$ cat src/icdf_pkg.sv
`default_nettype none

package icdf_pkg;

   // field widths
   localparam int OPCODE_W   = 1;
   localparam int INDEX_W    = 10;
   localparam int CUM_W      = 32;
   localparam int ENERGY_W   = 24;
   localparam int POINTS_W   = 11;
   localparam int PROD_W     = CUM_W + ENERGY_W;

   // stream payload widths, padded to whole bytes
   localparam int REQ_FIELDS_W = INDEX_W + CUM_W + ENERGY_W + CUM_W;
   localparam int REQ_DATA_W   = ((REQ_FIELDS_W + 7) / 8) * 8;
   localparam int RSP_FIELDS_W = ENERGY_W + INDEX_W;
   localparam int RSP_DATA_W   = ((RSP_FIELDS_W + 7) / 8) * 8;

   // table sizing
   localparam int MAX_POINTS_DEFAULT = 1024;
   localparam int MIN_POINTS         = 65;
   localparam logic [POINTS_W-1:0] POINTS_RESET = POINTS_W'(1024);

   // opcodes
   localparam logic [OPCODE_W-1:0] OP_LOAD   = 1'b0;
   localparam logic [OPCODE_W-1:0] OP_SAMPLE = 1'b1;

endpackage

`default_nettype wire

$ cat src/icdf_divider.sv
`default_nettype none

// restoring divider, one quotient bit a cycle; the caller guarantees that
// the upper CUM_W bits of the dividend are below the divisor
module icdf_divider (
   input  wire logic                           clock,
   input  wire logic                           reset,
   input  wire logic                           start,
   input  wire logic [icdf_pkg::PROD_W-1:0]    dividend,
   input  wire logic [icdf_pkg::CUM_W-1:0]     divisor,
   output logic                                done,
   output logic      [icdf_pkg::ENERGY_W-1:0]  quotient
);

   import icdf_pkg::*;

   localparam int QUOT_W = ENERGY_W;
   localparam int CNT_W  = $clog2(QUOT_W + 1);

   logic [CUM_W-1:0]  rem_ff,  rem_in;
   logic [QUOT_W-1:0] quot_ff, quot_in;
   logic [CUM_W-1:0]  divisor_ff, divisor_in;
   logic [CNT_W-1:0]  cnt_ff,  cnt_in;
   logic              done_ff, done_in;

   logic [CUM_W:0]    shifted;
   logic [CUM_W+1:0]  trial;
   logic              fits;

   always_comb begin
      shifted = {rem_ff, quot_ff[QUOT_W-1]};
      trial   = {1'b0, shifted} - {2'b00, divisor_ff};
      fits    = ~trial[CUM_W+1];

      rem_in     = rem_ff;
      quot_in    = quot_ff;
      divisor_in = divisor_ff;
      cnt_in     = cnt_ff;
      done_in    = 1'b0;

      if (start) begin
         rem_in     = dividend[PROD_W-1:QUOT_W];
         quot_in    = dividend[QUOT_W-1:0];
         divisor_in = divisor;
         cnt_in     = CNT_W'(QUOT_W);
      end else if (cnt_ff != '0) begin
         rem_in  = fits ? trial[CUM_W-1:0] : shifted[CUM_W-1:0];
         quot_in = {quot_ff[QUOT_W-2:0], fits};
         cnt_in  = cnt_ff - 1'b1;
         done_in = (cnt_ff == CNT_W'(1));
      end
   end

   always_ff @(posedge clock) begin
      if (reset) begin
         cnt_ff  <= '0;
         done_ff <= 1'b0;
      end else begin
         cnt_ff  <= cnt_in;
         done_ff <= done_in;
      end
      rem_ff     <= rem_in;
      quot_ff    <= quot_in;
      divisor_ff <= divisor_in;
   end

   assign done     = done_ff;
   assign quotient = quot_ff;

endmodule

`default_nettype wire
$ cat config.mk
export PLATFORM = sky130hd
export DESIGN_NAME = icdf_divider
export DESIGN_NICKNAME = d
export VERILOG_FILES = /design/src/icdf_pkg.sv /design/src/icdf_divider.sv
export SDC_FILE = /design/constraint.sdc
export NUM_CORES = 1
export LEC_CHECK = 0
export ABC_AREA = 0
export BUFFER_PORTS_ARGS = -buffer_cell sky130_fd_sc_hd__buf_4
export CORE_ASPECT_RATIO = 0.7
export CORE_MARGIN = 5
export CORE_UTILIZATION = 35
export DETAILED_ROUTE_END_ITERATION = 10
export GPL_TIMING_DRIVEN = 0
export PLACE_DENSITY = 0.65
export SYNTH_ARGS = -nofsm -noshare
export SYNTH_HDL_FRONTEND = slang
export SYNTH_SLANG_ARGS = --single-unit
$ cat constraint.sdc
create_clock -name clock -period 4.3 [get_ports clock]
set_clock_uncertainty 0.2 [all_clocks]
set_input_delay 0 -clock clock [delete_from_list [all_inputs] [get_ports clock]]
set_output_delay 0 -clock clock [all_outputs]
set_load 0.01 [all_outputs]
-- Yosys cells after proc, flatten, opt, wreduce, memory -nomap -nowiden
Cells that the tools add are included.
W data, S select, Z words.
- flip-flop bits (word level): 94
- bits of input ports: 91
- output and inout bits: 25
- word-level logic and storage cells: 22
- add/sub/neg operators: 2
- equal/unequal tests: 1
- mux-type cells: 7
- bitwise operators: 2
- reduce and logical (&&, ||, !) cells: 4
- operator list (operator ; number):
    $mux W32 ; 3
    $mux W24 ; 2
    $sub A33 B32 Y34 ; 1
    $mux W5 ; 2
    $eq A5 B1 Y1 const B ; 1
    $reduce_bool A5 Y1 ; 1
    $sub A5 B1 Y5 const B ; 1
    $reduce_or A3 Y1 ; 1
    $not A1 Y1 ; 2
    $reduce_bool A2 Y1 ; 1
    $reduce_or A2 Y1 ; 1

-- Longest topological paths before layout
Gate-level depths: netlist of run 1.
- depth after elaboration: 4
- mapped depth: 14
- mapped depth without buffers: 12

-- Worst setup path before layout of run 1
OpenSTA, ideal clock, no wires.
- path type: reg-to-reg
- start point: reg cnt_ff[0]
- end point: reg quot_ff[0] (netlist: quotient[0]), enable pin
- setup time: 643 ps
- data arrival time: 2411 ps
- required time: 3457 ps
- setup slack: 1045 ps
- stages on the path, launching flop included: 5
- buffers on the path: 0
- period minus slack after synthesis: 3255 ps
- path through: dfxtp_1 > inv_1 > ha_1 > nor4b_1 > nand2b_1
- cells in the longest elaborated chain, start to end: 2
- RTL lines (item ; RTL line ; source):
    start: declaration ; icdf_divider.sv:23 ; logic [CNT_W-1:0] cnt_ff, cnt_in;
    start signal: assignment ; icdf_divider.sv:59 ; cnt_ff <= cnt_in;
    $reduce_bool A5 Y1 ; icdf_divider.sv:46 ; end else if (cnt_ff != '0) begin
    $reduce_bool A2 Y1 (no source line) ; n/a ;
    end signal: assignment ; icdf_divider.sv:63 ; quot_ff <= quot_in;
    end: declaration ; icdf_divider.sv:21 ; logic [QUOT_W-1:0] quot_ff, quot_in;
No other way between the ends.
A chain may end at the register's enable or synchronous reset.

-- Worst setup path after layout of run 1
- start point: reg quot_ff[23] (netlist: quotient[23])
- end point: reg rem_ff[26] (data pin)
- cells in the longest elaborated chain, start to end: 4
- RTL lines (item ; RTL line ; source):
    $sub A33 B32 Y34 ; icdf_divider.sv:32 ; trial = {1'b0, shifted} - {2'b00, divisor_ff};
    $mux W32 ; icdf_divider.sv:47 ; rem_in = fits ? trial[CUM_W-1:0] : shifted[CUM_W-1:0];
    $mux W32 ; icdf_divider.sv:46 ;
    $mux W32 ; icdf_divider.sv:41 ; if (start) begin
    named net rem_in[26] ; icdf_divider.sv:20 ; logic [CUM_W-1:0] rem_ff, rem_in;
    end signal: assignment ; icdf_divider.sv:62 ; rem_ff <= rem_in;
    end: declaration ; icdf_divider.sv:20 ;
The timed path passes the listed nets, and every way through them passes these cells. The select of a mux whose other input is x is not followed.

==> results of run 1 <==
## routing by layer
| metal | routed length (um) | GRT usage |
|---|---|---|
| met4 | 230 | 0.05039 |
| met3 | 1196 | 0.05184 |
| met5 | 0 | 0 |
| met2 | 7623 | 0.2712 |
| met1 | 8019 | 0.2443 |
## final cells by class
| type | count | share of cell area |
|---|---|---|
| clock buffers | 9 | 0.02735 |
| flip-flops and latches | 94 | 0.3355 |
| inverters | 39 | 0.01778 |
| multi-input cells | 369 | 0.3449 |
| plain buffers | 27 | 0.01550 |
| clock inverters | 7 | 0.01048 |
| well taps | 225 | 0.03419 |
| repair buffers | 205 | 0.2143 |
## synth_stat cells (all sizes together) (6+ instances only)
master	number	share of area
nand2b	6	0.0064
inv	39	0.025
mux2i	6	0.010
edfxtp	88	0.45
mux2	27	0.052
xor2	11	0.016
nor2b	13	0.014
nand2	38	0.024
nand3	7	0.0060
o21a	7	0.0092
xnor2	16	0.024
a21oi	39	0.036
dfxtp	6	0.020
nand4	8	0.0096
nor3	12	0.012
o21ai	19	0.016
o211ai	8	0.011
clkbuf	16	0.010
o31ai	8	0.015
nand3b	15	0.019
ha	35	0.075
o311ai	16	0.032
buf	11	0.011
nor2	21	0.013
## metrics by stage
| step | hold WS (ns) | total power, mW | instance area (um2) |
|---|---|---|---|
| floorplan | -0.1276 | 3.195 | 5869 |
| global placement | -0.02118 | 3.761 | 7014 |
| detailed placement | -0.02053 | 3.826 | 7022 |
| CTS | 0.1434 | 4.762 | 8234 |
| global route | 0.1479 | 5.097 | 8234 |
| finish | 0.1580 | 4.778 | 8234 |
## registers in the layout, summed over array words and instances (netlist names)
register / count
divisor_ff: 32
rem_ff: 32
quotient: 24
cnt_ff: 5
done: 1
## worst min path at each step
stage / end / slack, ns
after floorplan: cnt_ff[3] / -0.13
after global placement: divisor_ff[19] / -0.02
after detailed placement: divisor_ff[18] / -0.02
after CTS: divisor_ff[6] / 0.14
after global routing: divisor_ff[0] / 0.15
final: divisor_ff[0] / 0.16
## power groups by stage
stage                     logic [mW]  clock network [mW]  registers [mW]
final                           2.47               0.854            1.45
after global routing            2.71               0.911            1.48
after CTS                       2.44               0.870            1.45
after detailed placement        2.36                   0            1.47
after global placement          2.30                   0            1.46
after floorplan                 1.75                   0            1.45
## repair_timing
item | in CTS | in global routing
endpoints found under the setup margin | 0 | 0
gates resized for setup | 0 | 0
buffers inserted | 0 | 0
hold buffers | 90 | 0
endpoints found under the hold margin | 126 | 0
## logic make-up after synthesis
family | after synthesis
flops | 94
simple gates | 137
compound gates | 136
buf+inv | 66
xor+xnor | 27
mux | 33
fa+ha+maj | 36
==> flow_metrics.tcl, run 1 <==
set metrics [dict create \
    status "finished clean" \
    synth-main-ff-cell "edfxtp_1" \
    viasPerCell 5.167 \
    dr.pass1.iters 5 \
    path_delay_family "compound AO/OA/AOI/OAI gates" \
    max_stage_delay_ns 0.63 \
    htreeDepth 3 \
    reg2reg_to "rem_ff[26]" \
    final_cell_mix "buf_4 (116), dlygate4sd3_1 (90), edfxtp_1 (88)" \
    vias 5038 \
    endpoint_kind "flop" \
    drt_wl_total_um 17070 \
    synth_top_family_by_area "compound AO/OA/AOI/OAI gates" \
    cts_buffers 9 \
    worstReg2RegStart "quotient[23]" \
    worst_slack_ns 0.5824 \
    required_ns 4.28 \
    chipHeight_um 118.3 \
    seqPwrFrac 0.304 \
    fillers 1487 \
    synth_fa_ha_area_frac 0.07802 \
    synth-seq-cells 94 \
    drive_above_1_share 0.2480 \
    ant_nets 0 \
    r2r_slack_ns 0.58 \
    synth_xor_xnor_area_share 0.04029 \
    clockBufferDepth 2 \
    core_region_area_um2 16400 \
    antenna_found_initial 0 \
    cts_sinks 94 \
    cap_viol_max_count 0 \
    finalSetupViolations 0 \
    gr-usage-all-layers 0.1770 \
    rows 39 \
    holdCritStartpoint "divisor[0]" \
    finalCriticalPeriod_ns 3.718 \
    synth.distinct_cells 69 \
    tightest_slew_ns 1.326 \
    p_sw_frac 0.4034 \
    cp-startpoint "quotient[23]" \
    io_pins 116 \
    final_core_util 0.5022 \
    syn_inst 529 \
    cp_slowest_cell "a32oi_1" \
    wl_per_cell_um 17.51 \
    fmax_ghz 0.2690 \
    min_period_over_period 0.8645 \
    fin_nets 872 \
    syn_area_um2 5869 \
    syn_to_final_growth_pct 40.29 \
    syn_area_per_cell_um2 11.10 \
    design.die.area_um2 19500 \
    path_buf_inv 1 \
    total_leakage_power_nw 3.370 \
    hpwl_um 11900 \
    switchingPower_mw 1.927 \
    syn_nets 656 \
    ys_seq_area_frac 0.4707 \
    muxShareOfSynthArea 0.06203 \
    cts_root_buffer "clkbuf_16" \
    final_cell_count_no_fill 975 \
    hold_viol_final 0 \
    pre_cts_ws_ns 0.6441 \
    grt_first_pass_wirelength_um 27320 \
    grt.overflow.total 0 \
    multi_input_area_um2 2840 \
    place_congestion 0.8739 \
    rsz0062_at_grt "no" \
    async_flop_share 0 \
    cts_tree "yes" \
    remaining_drc_errors 0 \
    synth_compound_area_frac 0.1769 \
    cp_max_fo 7 \
    reg2reg_depth 12 \
    portBuffers 115 \
    hold_depth 2 \
    grt_pass1_vias 5287 \
    clk_pin_slew_worst_paths_ns 0.07 \
    die_width_um 164.8 \
    drt-initial-drc-count 291 \
    yosys_warnings 0 \
    p_int_mw 2.850 \
    dp.cells 869 \
    p_comb_frac 0.517 \
    power.density_nw_per_um2 580.2 \
    grt_max_degree 57 \
    num_antenna_cells 0 \
    crit_type "flop to flop" \
    endpoint "rem_ff[26]" \
    seq_area_um2 2763 \
    critical_path.cell_chain "inv_1, ha_1, fa_1, nand2b_1, a21oi_1, o211ai_1, a32oi_1, a41oi_1, nor2b_1, a311oi_1, mux2i_1, o21ai_0" \
    synth_simple_gate_area_share 0.1253 \
    start_kind "flop" \
    arrival_ns 3.70 \
    drv_slew 0 \
    synth-edff-count 88 \
    slew_headroom 0.1032 \
    initial_core_util 0.3580 \
    fin_tns_setup_ns 0 \
    worstSkewPairLatency_ns 0.36 \
    clkPwrFrac 0.179 \
    peakVddDrop_uv 241.4 \
    worstHoldPathType "input port to flop" \
    final_common_cell "buf_4" \
    cp_num_cells 12 \
]
Note: power is estimated with default switching activity, not from simulation.
==> run 2, diff against run 1 <==
==> constraint.sdc (replaced) <==
create_clock -name clock -period 4.3 [get_ports clock]
set_clock_uncertainty 0.2 [all_clocks]
set_input_delay 0.86 -clock clock [delete_from_list [all_inputs] [get_ports clock]]
set_output_delay 0.86 -clock clock [all_outputs]
set_load 0.01 [all_outputs]
==> run 2 against run 1 <==
  * First-iteration DRC count is 6.5% lower
  * Non-clock buffer count decreased by 90
  * Global-route usage shrank 0.96 points
  * Die area stayed put
  * Fmax grew 0.72%
  * Critical path type unchanged
  * Largest cell class unchanged
  * Largest power group unchanged
==> flow_metrics.tcl, run 2 (synthesis results as in run 1) <==
set metrics [dict create \
    gr-usage-all-layers 0.1674 \
    worstHoldPathType "flop to flop" \
    power.density_nw_per_um2 640.3 \
    drv_slew 0 \
    required_ns 4.21 \
    endpoint_kind "flop" \
    initial_core_util 0.3580 \
    cts_buffers 9 \
    wl_per_cell_um 18.14 \
    hpwl_um 11900 \
    grt_first_pass_wirelength_um 25590 \
    io_pins 116 \
    core_region_area_um2 16400 \
    num_antenna_cells 0 \
    design.die.area_um2 19500 \
    start_kind "flop" \
    die_width_um 164.8 \
    htreeDepth 3 \
    max_stage_delay_ns 0.61 \
    seq_area_um2 2763 \
    arrival_ns 3.60 \
    cts_tree "yes" \
    worstSkewPairLatency_ns 0.36 \
    grt.overflow.total 0 \
    dr.max_layer_used "met4" \
    total_leakage_power_nw 2.994 \
    fin_nets 782 \
    path_delay_family "compound AO/OA/AOI/OAI gates" \
    hold_viol_final 0 \
    cts_sinks 94 \
    grt_pass1_vias 4844 \
    portBuffers 115 \
    syn_to_final_growth_pct 24.94 \
    place_congestion 0.8739 \
    worst_slack_ns 0.6091 \
    vias 4677 \
    viasPerCell 5.285 \
    final_common_cell "buf_4" \
    drive_above_1_share 0.2818 \
    power_mw 4.695 \
    rows 39 \
    finalSetupViolations 0 \
    min_period_over_period 0.8584 \
    clk_pin_slew_worst_paths_ns 0.07 \
    final_core_util 0.4473 \
    dr.pass1.iters 5 \
    drt_wl_total_um 16060 \
    cp_max_fo 7 \
    remaining_drc_errors 0 \
    post_cts_hold_buffer_count 0 \
    rsz0062_at_grt "no" \
    pre_cts_ws_ns 0.3585 \
    reg2reg_depth 12 \
    clockBufferDepth 2 \
    cp_slowest_cell "a32oi_1" \
    cts_setup_buffers 0 \
    crit_type "flop to flop" \
    cts-resized-gates 0 \
    fmax_ghz 0.2709 \
    critical_path.cell_chain "inv_1, ha_1, fa_1, nand2b_1, a21oi_1, o211ai_1, a32oi_1, a41oi_1, o21ai_1, a21oi_1, xnor2_1, a221o_1" \
    cp_common_cell "a21oi_1" \
    multi_input_area_um2 2840 \
    cap_viol_max_count 0 \
    status "finished clean" \
    grt_max_degree 57 \
    hold_depth 1 \
    antenna_found_initial 0 \
    ant_nets 0 \
    slew_headroom 0.1032 \
    peakVddDrop_uv 209.1 \
    finalCriticalPeriod_ns 3.691 \
    drt-met1-wl_um 7370 \
    path_buf_inv 1 \
    wl_met3_um 1620 \
    cp_num_cells 12 \
    fillers 1595 \
    cts_root_buffer "clkbuf_16" \
    chipHeight_um 118.3 \
    final_cell_mix "buf_4 (116), edfxtp_1 (88), inv_1 (39)" \
    drt-initial-drc-count 272 \
    tightest_slew_ns 1.326 \
    met2WireLength_um 6880 \
]
==> run 2: cell count changes in the layout (fill, tap and decap cells not counted) <==
| cell | delta |
|---|---|
| dlygate4sd3_1 | -90 |
==> run 2: metal layers <==
metal  vias to the layer above  track usage
met3                        16      0.07168
met1                      2240       0.2273
met2                       173       0.2454
met4                         0      0.04519
li1                       2248            -
met5                         -            0
==> run 2: stage by stage <==
stage | area (um2) | cells | TNS (ns) | hold slack [ns]
6_report | 7333 | 885 | 0 | 0.3173
5_1_grt | 7333 | 885 | 0 | 0.3306
4_1_cts | 7333 | 885 | 0 | 0.3069
3_5_place_dp | 7022 | 869 | 0 | 0.2901
3_3_place_gp | 7014 | 869 | -61.21 | 0.2798
2_1_floorplan | 5869 | 529 | 0 | 0.2443
==> run 2: area by class of cell <==
cell class,count,share of cell area
multi-input combinational,369,0.3873
sequential,94,0.3767
timing repair buffer,115,0.1177
tap,225,0.03839
clock buffer,9,0.03071
inverter,39,0.01996
buffer,27,0.01740
clock inverter,7,0.01177
==> run 2: report_power, final <==
group          total [mW]  switching [mW]  leakage [nW]  internal (mW)
registers            1.45           0.134         0.950           1.32
logic                2.40            1.38          1.89           1.01
clock network       0.849           0.383         0.151          0.466
==> run 2: path summary, 6_finish.rpt <==
path                 from    endpoint  slack [ns]
max reg2reg  quotient[23]  rem_ff[30]        0.61
min reg2reg     cnt_ff[4]        done        0.32
min             cnt_ff[4]        done        0.32
max          quotient[23]  rem_ff[30]        0.61
==> run 3, diff against run 2 <==
--- a/config.mk
+++ b/config.mk
@@ -7,6 +7,7 @@
 export LEC_CHECK = 0
 export ABC_AREA = 0
 export BUFFER_PORTS_ARGS = -buffer_cell sky130_fd_sc_hd__buf_4
+export CAP_MARGIN = 20
 export CORE_ASPECT_RATIO = 0.7
 export CORE_MARGIN = 5
 export CORE_UTILIZATION = 35
==> constraint.sdc (replaced) <==
create_clock -name clock -period 3.63 [get_ports clock]
set_clock_uncertainty 0.2 [all_clocks]
set_input_delay 0.726 -clock clock [delete_from_list [all_inputs] [get_ports clock]]
set_output_delay 0.726 -clock clock [all_outputs]
set_load 0.01 [all_outputs]
==> run 3 against run 2 <==
  * First-iteration DRC count rose by 4.0%
  * Combinational power rose by 20%
  * Die area did not move
  * Register-to-register slack got worse by 0.38 ns
  * Final area rose by 0.48%
  * Clock power rose by 19%
  * Wire length rose by 0.29%
  * Sequential share of layout area fell by 0.18 points
  * Non-clock buffer count rose by 1
  * Largest cell class unchanged
==> flow_metrics.tcl, run 3 (synthesis results as in run 1) <==
set metrics [dict create \
    cp_max_fo 10 \
    final_cell_mix "buf_4 (116), edfxtp_1 (88), inv_1 (39)" \
    vias 4688 \
    grt_first_pass_wirelength_um 25610 \
    drt-initial-drc-count 283 \
    hpwl_um 11900 \
    gr-usage-met1 0.2275 \
    die_width_um 164.8 \
    cts_root_buffer "clkbuf_16" \
    grt.overflow.total 0 \
    status "finished clean" \
    rsz0062_at_grt "no" \
    drv_slew 0 \
    min_period_over_period 0.9356 \
    slew_headroom 0.4438 \
    finalCriticalPeriod_ns 3.396 \
    syn_to_final_growth_pct 25.54 \
    power_mw 5.606 \
    seqPwrFrac 0.306 \
    cts_sinks 94 \
    place_congestion 0.8739 \
    final_common_cell "buf_4" \
    fin_tns_setup_ns 0 \
    hold_viol_final 0 \
    antenna_found_initial 0 \
    use_met3 0.07168 \
    fin_nets 783 \
    design.die.area_um2 19500 \
    required_ns 3.57 \
    grt_util_met2 0.2454 \
    crit_type "flop to flop" \
    drt_wl_total_um 16100 \
    clockBufferDepth 2 \
    remaining_drc_errors 0 \
    chipHeight_um 118.3 \
    tightest_slew_ns 0.8344 \
    drive_above_1_share 0.2890 \
    core_region_area_um2 16400 \
    cp_slowest_cell "ha_1" \
    clkPwrFrac 0.180 \
    total_leakage_power_nw 3.004 \
    seq_area_um2 2763 \
    rows 39 \
    post_cts_hold_buffer_count 0 \
    cts_setup_buffers 0 \
    grt_pass1_vias 4843 \
    worstHoldPathType "flop to flop" \
    grt_max_degree 57 \
    cts_tree "yes" \
    p_comb_frac 0.514 \
    globalRoute.busiestLayer "met2" \
    initial_core_util 0.3580 \
    multi_input_area_um2 2869 \
    critical_path.cell_chain "ha_1, a2111oi_2, o21ai_1, o21a_2, o311ai_4, o31ai_4, a21oi_4, o31a_4, buf_6, buf_2, nand3b_1, o311ai_2" \
    wl_per_cell_um 18.17 \
    gr-usage-all-layers 0.1675 \
    finalSetupViolations 0 \
    worstSkewPairLatency_ns 0.36 \
    viasPerCell 5.291 \
    power.density_nw_per_um2 760.9 \
    clk_pin_slew_worst_paths_ns 0.07 \
    ant_nets 0 \
    num_antenna_cells 0 \
    fmax_ghz 0.2944 \
    holdWs_ns 0.3032 \
    cap_viol_max_count 0 \
    p_sw_frac 0.4058 \
    arrival_ns 3.33 \
    io_pins 116 \
    switchingPower_mw 2.275 \
    start_kind "flop" \
    max_stage_delay_ns 0.41 \
    endpoint_kind "flop" \
    p_int_mw 3.332 \
    htreeDepth 3 \
    cts_buffers 9 \
    portBuffers 115 \
    dr.pass1.iters 5 \
    peakVddDrop_uv 252.0 \
    fillers 1591 \
]
run 3: cell types whose count changed in the layout (fill, tap and decap cells not counted):
cell | before | now
a21oi_1 | 37 | 36
a311oi_2 | 0 | 1
a311oi_1 | 2 | 1
a32oi_1 | 1 | 0
a21oi_2 | 1 | 2
clkbuf_1 | 15 | 14
a32oi_4 | 0 | 1
clkbuf_2 | 1 | 3
run 3: layer usage:
layer,vias up,routed length (um)
li1,2250,-
met1,2245,7396
met2,175,6875
met3,18,1605
met4,0,225
met5,-,0
run 3: final timing paths:
path | endpoint | slack, ns | startpoint | depth (start not counted)
worst max-delay path | rem_ff[22] | 0.23 | rem_ff[7] | 12
worst min register to register | done | 0.30 | cnt_ff[4] | 1
worst min-delay path | done | 0.30 | cnt_ff[4] | 1
worst max register to register | rem_ff[22] | 0.23 | rem_ff[7] | 12
run 3: repair_timing:
item / in CTS / in global routing
gates resized for setup: 1 / 5
gates cloned: 0 / 0
pin swaps: 0 / 1
setup endpoints to repair: 2 / 9
run 3: final cells by class:
cell class,instances,share of cell area
buffer,27,0.01749
clock buffer,9,0.03057
clock inverter,7,0.01172
inverter,39,0.01987
multi-input combinational,369,0.3894
sequential,94,0.3749
tap,225,0.03821
timing repair buffer,116,0.1178
run 3: power groups by stage:
stage / sequential, mW / combinational [mW] / clock, mW
6_report: 1.72 / 2.88 / 1.01
5_1_grt: 1.75 / 3.16 / 1.08
4_1_cts: 1.72 / 2.82 / 1.03
3_5_place_dp: 1.74 / 2.80 / 0
3_3_place_gp: 1.73 / 2.73 / 0
2_1_floorplan: 1.71 / 2.07 / 0
run 3: worst max-delay path: cells and delay by family, from the launching register on:
| family | cells | cell delay, ns |
|---|---|---|
| compound gates | 8 | 1.63 |
| buf+inv | 2 | 0.42 |
| fa+ha+maj | 1 | 0.41 |
| flops | 1 | 0.40 |
| simple gates | 1 | 0.13 |
run 3: through the flow:
step,instances,setup slack (ns),instance area [um2],utilization
after global placement,869,-1.634,7014,0.4278
after floorplan,529,0.3141,5869,-
final,886,0.2337,7368,0.4494
after detailed placement,869,-0.1775,7022,0.4283
after CTS,885,0.1062,7341,0.4477
after global routing,886,0.03805,7368,0.4494
